## config.mk

```make
export PLATFORM = sky130hd
export DESIGN_NAME = sha1_block_compression_core
export DESIGN_NICKNAME = d
export VERILOG_FILES = /design/src/hdl/sha1bc_pkg.sv /design/src/hdl/sha1bc_round.sv /design/src/hdl/sha1_block_compression_core.sv
export SDC_FILE = /design/constraint.sdc
export NUM_CORES = 2
export LEC_CHECK = 0
export ABC_AREA = 1
export BUFFER_PORTS_ARGS = -buffer_cell sky130_fd_sc_hd__buf_2
export CAP_MARGIN = 10
export CORE_MARGIN = 2
export CORE_UTILIZATION = 50
export CTS_BUF_LIST = sky130_fd_sc_hd__clkbuf_8
export DETAILED_ROUTE_END_ITERATION = 6
export GPL_TIMING_DRIVEN = 0
export PLACE_DENSITY = 0.65
export SETUP_SLACK_MARGIN = 0.15
export SKIP_LAST_GASP = 1
export SLEW_MARGIN = 20
export SYNTH_ARGS = -nofsm -noshare
export SYNTH_HDL_FRONTEND = slang
export SYNTH_HIERARCHICAL = 1
export SYNTH_SLANG_ARGS = --single-unit
```

## constraint.sdc

```tcl
create_clock -name clk_i -period 23.6 [get_ports clk_i]
set_clock_uncertainty 0.1 [all_clocks]
set_input_delay 7.08 -clock clk_i [delete_from_list [all_inputs] [get_ports clk_i]]
set_output_delay 7.08 -clock clk_i [all_outputs]
set_load 0.01 [all_outputs]
```

## src/hdl/sha1bc_pkg.sv

```systemverilog
// Shared types and sizes for the SHA-1 block compression core.
package sha1bc_pkg;

  // One 32-bit word of the chaining value, schedule or working state.
  typedef logic [31:0] word_t;

  // The five working variables A to E.
  typedef struct packed {
    word_t a;
    word_t b;
    word_t c;
    word_t d;
    word_t e;
  } vars_t;

  // Operation codes of an input word.
  localparam logic OpLoad    = 1'b0;
  localparam logic OpMessage = 1'b1;

  // Sizes of the algorithm.
  localparam int unsigned NumChain  = 5;
  localparam int unsigned NumSched  = 16;
  localparam int unsigned NumRounds = 80;

endpackage

```

## src/hdl/sha1bc_round.sv

```systemverilog
// One SHA-1 round: the shared datapath that the sequencer runs eighty times.
module sha1bc_round
  import sha1bc_pkg::*;
(
  input  logic [6:0] round_i,
  input  vars_t      vars_i,
  input  word_t      w_i,
  output vars_t      vars_o
);

  localparam word_t K0 = 32'h5A827999;
  localparam word_t K1 = 32'h6ED9EBA1;
  localparam word_t K2 = 32'h8F1BBCDC;
  localparam word_t K3 = 32'hCA62C1D6;

  localparam logic [6:0] EndChoose   = 7'd20;
  localparam logic [6:0] EndParity   = 7'd40;
  localparam logic [6:0] EndMajority = 7'd60;

  word_t fk;
  word_t rot_a;
  word_t sum;

  // Round function and constant, chosen by the stage of twenty rounds.
  always_comb begin
    if (round_i < EndChoose) begin
      fk = ((vars_i.b & (vars_i.c ^ vars_i.d)) ^ vars_i.d) + K0;
    end else if (round_i < EndParity) begin
      fk = (vars_i.b ^ vars_i.c ^ vars_i.d) + K1;
    end else if (round_i < EndMajority) begin
      fk = ((vars_i.b & vars_i.c) | (vars_i.d & (vars_i.b ^ vars_i.c))) + K2;
    end else begin
      fk = (vars_i.b ^ vars_i.c ^ vars_i.d) + K3;
    end
  end

  // New A is the sum of E, A rotated by five, the function term and the word.
  assign rot_a = {vars_i.a[26:0], vars_i.a[31:27]};
  assign sum   = vars_i.e + rot_a + fk + w_i;

  // The variables move down by one place; B is rotated by thirty into C.
  always_comb begin
    vars_o.a = sum;
    vars_o.b = vars_i.a;
    vars_o.c = {vars_i.b[1:0], vars_i.b[31:2]};
    vars_o.d = vars_i.c;
    vars_o.e = vars_i.d;
  end

endmodule

```

## src/hdl/sha1_block_compression_core.sv

```systemverilog
// Top level of the SHA-1 block compression core: sequencer, schedule and output register.
//
// Usage: the input channel takes one word per accepted handshake. A load word
// (operation 0) writes chaining word A to E at once; an index of five or more
// is dropped. A message word (operation 1) is shifted into the schedule, and
// the sixteenth one of a block starts the compression.
// Sequence: loads and the first fifteen message words give no result. The
// sixteenth word is followed by the rounds, one round per cycle in the shared
// round datapath, and then by the feed-forward state. The emit state then loads
// the five result words into the output register, from word A on, one per cycle
// while the receiver takes them. The input stalls from the sixteenth word until
// the fifth result word has entered the output register; a stalled receiver
// holds the output register and so holds the emission. Reset clears the
// chaining value to zero, the word count and the sequencer; the schedule and
// working variables are left as they are until written.
module sha1_block_compression_core
  import sha1bc_pkg::*;
(
  input  logic        clk_i,
  input  logic        rst_ni,
  input  logic        in_valid_i,
  output logic        in_stall_o,
  input  logic        operation_i,
  input  logic [2:0]  chain_index_i,
  input  logic [31:0] data_word_i,
  output logic        out_valid_o,
  input  logic        out_stall_i,
  output logic [2:0]  out_index_o,
  output logic [31:0] out_word_o,
  output logic        last_o
);

  typedef enum logic [3:0] {
    ST_IDLE  = 4'b0001,
    ST_ROUND = 4'b0010,
    ST_FEED  = 4'b0100,
    ST_EMIT  = 4'b1000
  } state_e;

  localparam logic [6:0] LastRound = 7'(NumRounds - 1);
  localparam logic [2:0] LastChain = 3'(NumChain - 1);
  localparam logic [3:0] LastWord  = 4'(NumSched - 1);

  state_e     state_q, state_d;
  word_t      chain_q [NumChain];
  word_t      sched_q [NumSched];
  vars_t      vars_q;
  vars_t      vars_next;
  logic [3:0] words_q;
  logic [6:0] round_q;
  logic [2:0] emit_idx_q;
  logic       out_valid_q;
  logic [2:0] out_index_q;
  word_t      out_word_q;
  logic       out_last_q;

  logic       in_take;
  logic       msg_take;
  logic       block_full;
  logic       out_free;
  logic       emit_load;
  word_t      w_new;

  // Handshake conditions.
  assign in_stall_o = (state_q != ST_IDLE);
  assign in_take    = in_valid_i && !in_stall_o;
  assign msg_take   = in_take && (operation_i == OpMessage);
  assign block_full = msg_take && (words_q == LastWord);
  assign out_free   = !out_valid_q || !out_stall_i;
  assign emit_load  = (state_q == ST_EMIT) && out_free;

  // Next schedule word from the fixed taps of the window.
  assign w_new = {sched_q[13][30:0] ^ sched_q[8][30:0] ^ sched_q[2][30:0] ^ sched_q[0][30:0],
                  sched_q[13][31] ^ sched_q[8][31] ^ sched_q[2][31] ^ sched_q[0][31]};

  // Shared round datapath.
  sha1bc_round u_round (
    .round_i (round_q),
    .vars_i  (vars_q),
    .w_i     (sched_q[0]),
    .vars_o  (vars_next)
  );

  // Sequencer.
  always_comb begin
    state_d = state_q;
    unique case (state_q)
      ST_IDLE: begin
        if (block_full) begin
          state_d = ST_ROUND;
        end
      end
      ST_ROUND: begin
        if (round_q == LastRound) begin
          state_d = ST_FEED;
        end
      end
      ST_FEED: begin
        state_d = ST_EMIT;
      end
      ST_EMIT: begin
        if (out_free && (emit_idx_q == LastChain)) begin
          state_d = ST_IDLE;
        end
      end
      default: begin
        state_d = ST_IDLE;
      end
    endcase
  end

  // Control registers.
  always_ff @(posedge clk_i or negedge rst_ni) begin
    if (!rst_ni) begin
      state_q     <= ST_IDLE;
      words_q     <= '0;
      round_q     <= '0;
      emit_idx_q  <= '0;
      out_valid_q <= 1'b0;
    end else begin
      state_q <= state_d;
      if (msg_take) begin
        words_q <= words_q + 4'd1;
      end
      if (state_q == ST_ROUND) begin
        round_q <= (round_q == LastRound) ? '0 : round_q + 7'd1;
      end
      if (state_q == ST_FEED) begin
        emit_idx_q <= '0;
      end else if (emit_load) begin
        emit_idx_q <= emit_idx_q + 3'd1;
      end
      if (emit_load) begin
        out_valid_q <= 1'b1;
      end else if (!out_stall_i) begin
        out_valid_q <= 1'b0;
      end
    end
  end

  // Chaining value: direct loads while idle, feed-forward after the rounds.
  always_ff @(posedge clk_i or negedge rst_ni) begin
    if (!rst_ni) begin
      for (int i = 0; i < NumChain; i++) begin
        chain_q[i] <= '0;
      end
    end else if (in_take && (operation_i == OpLoad) && (chain_index_i <= LastChain)) begin
      chain_q[chain_index_i] <= data_word_i;
    end else if (state_q == ST_FEED) begin
      chain_q[0] <= chain_q[0] + vars_q.a;
      chain_q[1] <= chain_q[1] + vars_q.b;
      chain_q[2] <= chain_q[2] + vars_q.c;
      chain_q[3] <= chain_q[3] + vars_q.d;
      chain_q[4] <= chain_q[4] + vars_q.e;
    end
  end

  // Schedule window: shifts in message words, then expands one word per round.
  always_ff @(posedge clk_i) begin
    if (msg_take || (state_q == ST_ROUND)) begin
      for (int i = 0; i < NumSched - 1; i++) begin
        sched_q[i] <= sched_q[i + 1];
      end
      sched_q[NumSched - 1] <= msg_take ? data_word_i : w_new;
    end
  end

  // Working variables start from the chaining value as it stands.
  always_ff @(posedge clk_i) begin
    if (block_full) begin
      vars_q <= '{a: chain_q[0], b: chain_q[1], c: chain_q[2], d: chain_q[3], e: chain_q[4]};
    end else if (state_q == ST_ROUND) begin
      vars_q <= vars_next;
    end
  end

  // Output register payload.
  always_ff @(posedge clk_i) begin
    if (emit_load) begin
      out_index_q <= emit_idx_q;
      out_word_q  <= chain_q[emit_idx_q];
      out_last_q  <= (emit_idx_q == LastChain);
    end
  end

  assign out_valid_o = out_valid_q;
  assign out_index_o = out_index_q;
  assign out_word_o  = out_word_q;
  assign last_o      = out_last_q;

`ifndef NO_ASSERTIONS
  // The sixteenth message word starts the rounds at round zero.
  a_block_start: assert property (@(posedge clk_i) disable iff (!rst_ni)
    block_full |=> (state_q == ST_ROUND) && (round_q == '0))
    else $error("rounds did not start after a full block");

  // The last round leads into the feed-forward cycle.
  a_round_end: assert property (@(posedge clk_i) disable iff (!rst_ni)
    (state_q == ST_ROUND) && (round_q == LastRound) |=> (state_q == ST_FEED))
    else $error("feed-forward did not follow the last round");

  // Emission begins at word A right after the feed-forward.
  a_emit_start: assert property (@(posedge clk_i) disable iff (!rst_ni)
    (state_q == ST_FEED) |=> (state_q == ST_EMIT) && (emit_idx_q == '0))
    else $error("emission did not start at word A");

  // The input is never taken while a block is being worked on.
  a_no_take_busy: assert property (@(posedge clk_i) disable iff (!rst_ni)
    (state_q != ST_IDLE) |-> !in_take)
    else $error("input word taken while busy");
`endif

endmodule
```

======== Word-level counts from Yosys, hierarchy flattened ========
Memory sizes are Yosys's and may differ from the RTL's.
Cells that the tools add are included.
storage, ports and cells
  word-level logic and storage cells ...... 112
  RAM bits ................................ 512
  bits in registers ....................... 375
  input port bits ......................... 40
  memories kept ........................... 1
  output and inout bits ................... 38
cells by class
  order comparisons ....................... 7
  equality and inequality tests ........... 12
  bitwise operators ....................... 17
  reductions and logical operators ........ 17
  $add $sub $neg .......................... 15
  muxes and demuxes ....................... 25
memories
  memory   depth  bits a word  read ports  clocked after Yosys merged registers in  write ports  line                               source
  sched_q  16     32           16          0                                        16           sha1_block_compression_core.sv:46  word_t sched_q [NumSched];
operator list
  operator                count
  $mux 160                4
  $add 32x32->32          8
  $mux 32                 7
  $bwmux 160              1
  $xor 32x32->32          4
  $and 32x32->32          3
  $bmux 32 s3             1
  $demux 32 s3            1
  $xor 31x31->31          3
  $add 32x31->32 const B  2
  $add 32x32->32 const B  2
  $or 32x32->32           1
  $pmux 4 s4              1
  $lt 7x6->1 const B      2
  $mux 4                  3
  $eq 4x4->1 const B      2
  $ge 4x4->1 const B      2
  $logic_and 1x1->1       8
  $not 3->4               2
  $add 7x1->7 const B     1
  $eq 7x7->1 const B      1
  $lt 7x5->1 const B      1
  $mux 7                  1
  $mux 3                  2
  18 further kinds        30

======== Depth between registers and ports, before layout ========
  depth after elaboration ................. 11
  depth in mapped cells ................... 33
  gate-level depth less buffers ........... 32

======== Cells and area by module ========
The synthesis kept the hierarchy.
modules (own cells, without submodules)
  module                       area an instance (um^2)  cells an instance  instances
  sha1_block_compression_core  43430.4                  4466               1
  sha1bc_round                 9407.8                   1555               1

======== Least setup slack after synthesis ========
No wires, ideal clock.
  path kind ............................... input-to-reg
  start point ............................. in in_valid_i
  end point ............................... mem sched_q[0][0] in the netlist's numbering (enable)
  library setup time ...................... 0.902 ns
  stages on the path ...................... 5
  path buffers ............................ 1
  path slack .............................. 3.918 ns
  data arrival time ....................... 18.680 ns
  path through ............................ inv_1 nor3b_4 clkbuf_1 inv_1 nand2_1
RTL lines
  what                line                               source
  start: declaration  sha1_block_compression_core.sv:21  input logic in_valid_i,
  end: declaration    sha1_block_compression_core.sv:46

======== Worst setup path after layout ========
  start point ............................. in in_valid_i
  end point ............................... reg vars_q[82] in the netlist's numbering (enable)
between the ends
  cells in the longest elaborated chain, start to end .. 4
ends and longest elaborated chain
  what                                line                                source
  $logic_and 1x1->1                   sha1_block_compression_core.sv:66   assign in_take = in_valid_i && !in_stall_o;
  $logic_and 1x1->1                   sha1_block_compression_core.sv:67   assign msg_take = in_take && (operation_i == OpMessage);
  $logic_and 1x1->1                   sha1_block_compression_core.sv:68   assign block_full = msg_take && (words_q == LastWord);
  $reduce_bool 2->1 (no source line)  n/a
  end signal: assignment              sha1_block_compression_core.sv:171  vars_q <= '{a: chain_q[0], b: chain_q[1], c: chain_q[2], d: chain_q[3], e: chain_q[4]};
  end signal: assignment              sha1_block_compression_core.sv:173  vars_q <= vars_next;
  end: declaration                    sha1_block_compression_core.sv:47   vars_t vars_q;
No other way between the ends.
A chain may end at the register's enable or synchronous reset.

==> results summary <==
The initial cell density of the core came out at 50.3%. The clock passes through at most 3 buffers. The residual DRC count came out at 2. The H-tree was split into 4 levels. Leaving out fill and tap cells, the most frequent cell in the layout is sky130_fd_sc_hd__nand2_1. The detail route stage leaves a number of antenna-violating nets equal to 0. The number of flip-flops and latches in the synthesized netlist came out at 887. In the routed layout, each cell is associated on average with a via count of 5.69.

The die extent in y came out at 329 um. The ratio of final minimum period to clock period came out at 41.8%. The portion of the post-synthesis area used by sequential elements is 48.7%. TritonCTS built the clock tree.

The gate count of the mapped netlist is 6021. The count of final hold-check violations came to 0. The width of the die came out at 329 um.

The routed wire length came out at 199000 um. The average footprint of a synthesized cell came out at 8.78 sq um. The number of antenna violations at the first check in global routing came out at 10. The flow ran to the end, but the final reports show violations. The highest fanout seen on the critical path is 49. The largest total area in the synthesized netlist belongs to sky130_fd_sc_hd__edfxtp_1. The number of pins with negative max-slew slack in the final report was 0. In this run, post-CTS hold repair placed 0 buffers. The HPWL after detailed placement came out at 160000 um.

The checks that failed: DRC. The data required time of the critical path came out at 24.01 ns. In the layout the commonest cells are 1493 x sky130_fd_sc_hd__nand2_1, 845 x sky130_fd_sc_hd__inv_1, 708 x sky130_fd_sc_hd__edfxtp_1. The remaining global-route overflow is 0.

The number of enable-type register cells in the synthesized netlist is 708. The async set or reset register ratio after synthesis is 20.2%. The first-pass GRT wire length came out at 282000 um. The worst setup path is captured at a flop. After clock tree synthesis, the clock-pin slew on the worst setup and hold paths is 0.07 ns. The tree is rooted in a sky130_fd_sc_hd__clkbuf_8. The routed layout has 44.3k vias. Ranked by total cell area, the synthesized netlist is headed by sky130_fd_sc_hd__edfxtp_1 40%, sky130_fd_sc_hd__nand2_1 11%, sky130_fd_sc_hd__dfrtp_1 8.4%, sky130_fd_sc_hd__inv_1 5.7%, sky130_fd_sc_hd__ha_1 4.6%.

Of the cells placed in the final design, the portion with a size suffix greater than 1 is 8.96%. The cell area after synthesis came out at 52800 sq um. The ratio of total power to cell area came out at 106 nW/um^2. The count of boundary I/O pins is 78. The headroom to the max-slew limit came out at 14.5%. The critical path startpoint category is an input pin. The wire length per cell is 25.5 um. The worst hold-check path type is reg2reg. In this run, post-CTS repair resized a total of 0 instances.

The combined global-route utilization of all metal layers came out at 36.5%. The worst hold margin came out at 0.301 ns. The analysis attributes to cell leakage a power of 25.7 nW. TritonCTS created 152 clock buffers. The transition at the pin with the smallest max-transition slack came out at 1.28 ns. The number of input and output port buffers inserted came out at 77. Across the run, the number of max-cap violations was 0.

The final cell utilization of the core came out at 55.8%. The time the final worst path needs with I/O delays and setup came out at 9.87 ns. The number of nets handed over by synthesis was 6354.

For this run, the leading register cell type out of synthesis is sky130_fd_sc_hd__edfxtp_1. Setup violations remaining at the end of the flow were counted as 0. The area growth from synthesis to layout is 11.0%.

The unique cell type count in the Yosys netlist came out at 62. In the final design database the tool counted 6600 nets. The number of global-route vias before repair is 43.3k. The kind of critical path is in2reg. The total setup buffers inserted after CTS came out at 0. The die covers 108000 sq um. The fraction of post-synthesis cell area in the top cell type by area is 40.2%. The clock latency reported for the late side of the worst-skew pair is 0.90 ns. The maximum vdd ir drop came out at 0.0000778 V. Based on the critical path, the design can be clocked at up to 0.101 GHz. The site row count is 119.

For this run, the number of Yosys warnings is 6. Entering global routing, the biggest net connects 77 pins. Setup repair after global routing left no endpoint under its margin. Data on the critical path arrives at its endpoint at 10.28 ns. The final RePlAce weighted congestion is 1.04. The placeable core region is 105000 sq um. For this run, the detailed router's first-pass iteration total came to 7.

In this run, the number of DRC markers left after iteration 0 of detailed routing was 4701. The total clock sinks came out at 887.
==> kinds of logic (layout without fill, tap and decap cells) <==
| family | count (synthesis) | count (layout) | share of synthesized area [%] |
|---|---|---|---|
| DFF | 887 | 887 | 48.7 |
| AOI/OAI and AO/OA | 1144 | 1144 | 12.1 |
| buffers and inverters | 1098 | 1470 | 8.83 |
| adders and majority gates | 293 | 293 | 8.34 |
| xor gates and xnor gates | 178 | 178 | 2.95 |
| and+or+nand+nor | 2421 | 2421 | 19.0 |
| other | 0 | 4 | 0 |
==> synth_stat cells (all sizes together) (13+ instances only) <==
library cell,number
clkbuf,85
fa,99
o221ai,49
o211ai,17
nand2,1515
o21bai,30
or2,15
xnor2,134
o21a,13
buf,184
a31oi,13
o21ai,491
xor2,44
dfrtp,178
nor3,72
inv,826
ha,194
o22ai,112
edfxtp,708
nand4,33
a21oi,385
nand3,344
nand3b,32
nor2,391
==> sequential cells by signal, summed over array words and instances (netlist names) <==
| name | count |
|---|---|
| sched_q | 512 |
| chain_q | 160 |
| vars_q | 160 |
| out_word_o | 32 |
| round_q | 7 |
| state_q | 4 |
| words_q | 4 |
| emit_idx_q | 3 |
| out_index_o | 3 |
| last_o | 1 |
| out_valid_o | 1 |
==> layer usage <==
metal / wire length (um) / part of all wire, % / vias up / global-route usage [%]
met5: 41 / 0.021 / - / 0
met2: 91300 / 46 / 1828 / 58.6
met1: 79100 / 40 / 21300 / 46.1
met3: 14800 / 7.4 / 477 / 6.40
li1: - / - / 20600 / -
met4: 13700 / 6.9 / 6 / 22.5
==> worst max-delay path, cell delays in order <==
cell and delay (ns):
sky130_fd_sc_hd__buf_2 0.08, sky130_fd_sc_hd__inv_1 0.07, sky130_fd_sc_hd__nor3b_4 0.48, sky130_fd_sc_hd__nand4_1 0.38, sky130_fd_sc_hd__clkbuf_1 0.62, sky130_fd_sc_hd__clkbuf_1 0.43
sky130_fd_sc_hd__nand2_4 0.44, sky130_fd_sc_hd__buf_16 0.30, sky130_fd_sc_hd__buf_16 0.29
==> report_power, final <==
| group | switching, mW | total (mW) | internal (mW) | leakage (nW) |
|---|---|---|---|---|
| clock | 0.703 | 1.49 | 0.784 | 1.79 |
| sequential | 0.214 | 2.23 | 2.02 | 8.65 |
| combinational | 1.68 | 2.47 | 0.797 | 15.2 |
| total | 2.59 | 6.19 | 3.60 | 25.7 |
==> cell type report <==
class	instances	area [sq um]
diodes	4	10.0
plain buffers	269	1560
clock buffers	157	2160
clock inverters	123	1060
fillers	9888	46500
inverters	829	3110
multi-input cells	4036	22500
flip-flops and latches	887	25700
well taps	1391	1740
repair buffers	92	793
==> worst paths after layout <==
check | startpoint | slack [ns] | endpoint | depth (start not counted)
setup / recovery | in_valid_i | 13.73 | vars_q[82]$_DFFE_PP_ | 9
hold / removal | sched_q[0][51]$_DFFE_PP_ | 0.30 | sched_q[0][19]$_DFFE_PP_ | 0
setup reg to reg | vars_q[32]$_DFFE_PP_ | 16.99 | vars_q[157]$_DFFE_PP_ | 27
hold reg to reg | sched_q[0][51]$_DFFE_PP_ | 0.30 | sched_q[0][19]$_DFFE_PP_ | 0
max in group asynchronous | rst_ni | 16.57 | chain_q[59]$_DFFE_PN0P_ | 2
min in group asynchronous | rst_ni | 6.00 | chain_q[129]$_DFFE_PN0P_ | 1
==> stage by stage <==
step	std cells	setup slack, ns	setup TNS, ns	instance area [sq um]	total power, mW
4_1_cts	7784	13.82	0	58600	6.15
5_1_grt	7787	13.59	0	58600	6.55
2_1_floorplan	6021	3.92	0	52800	3.91
6_report	7788	13.73	0	58600	6.19
3_5_place_dp	7504	12.87	0	55400	4.65
3_3_place_gp	7489	-0.412	-185.74	55000	4.72
Power figures use the tool's default switching activity.
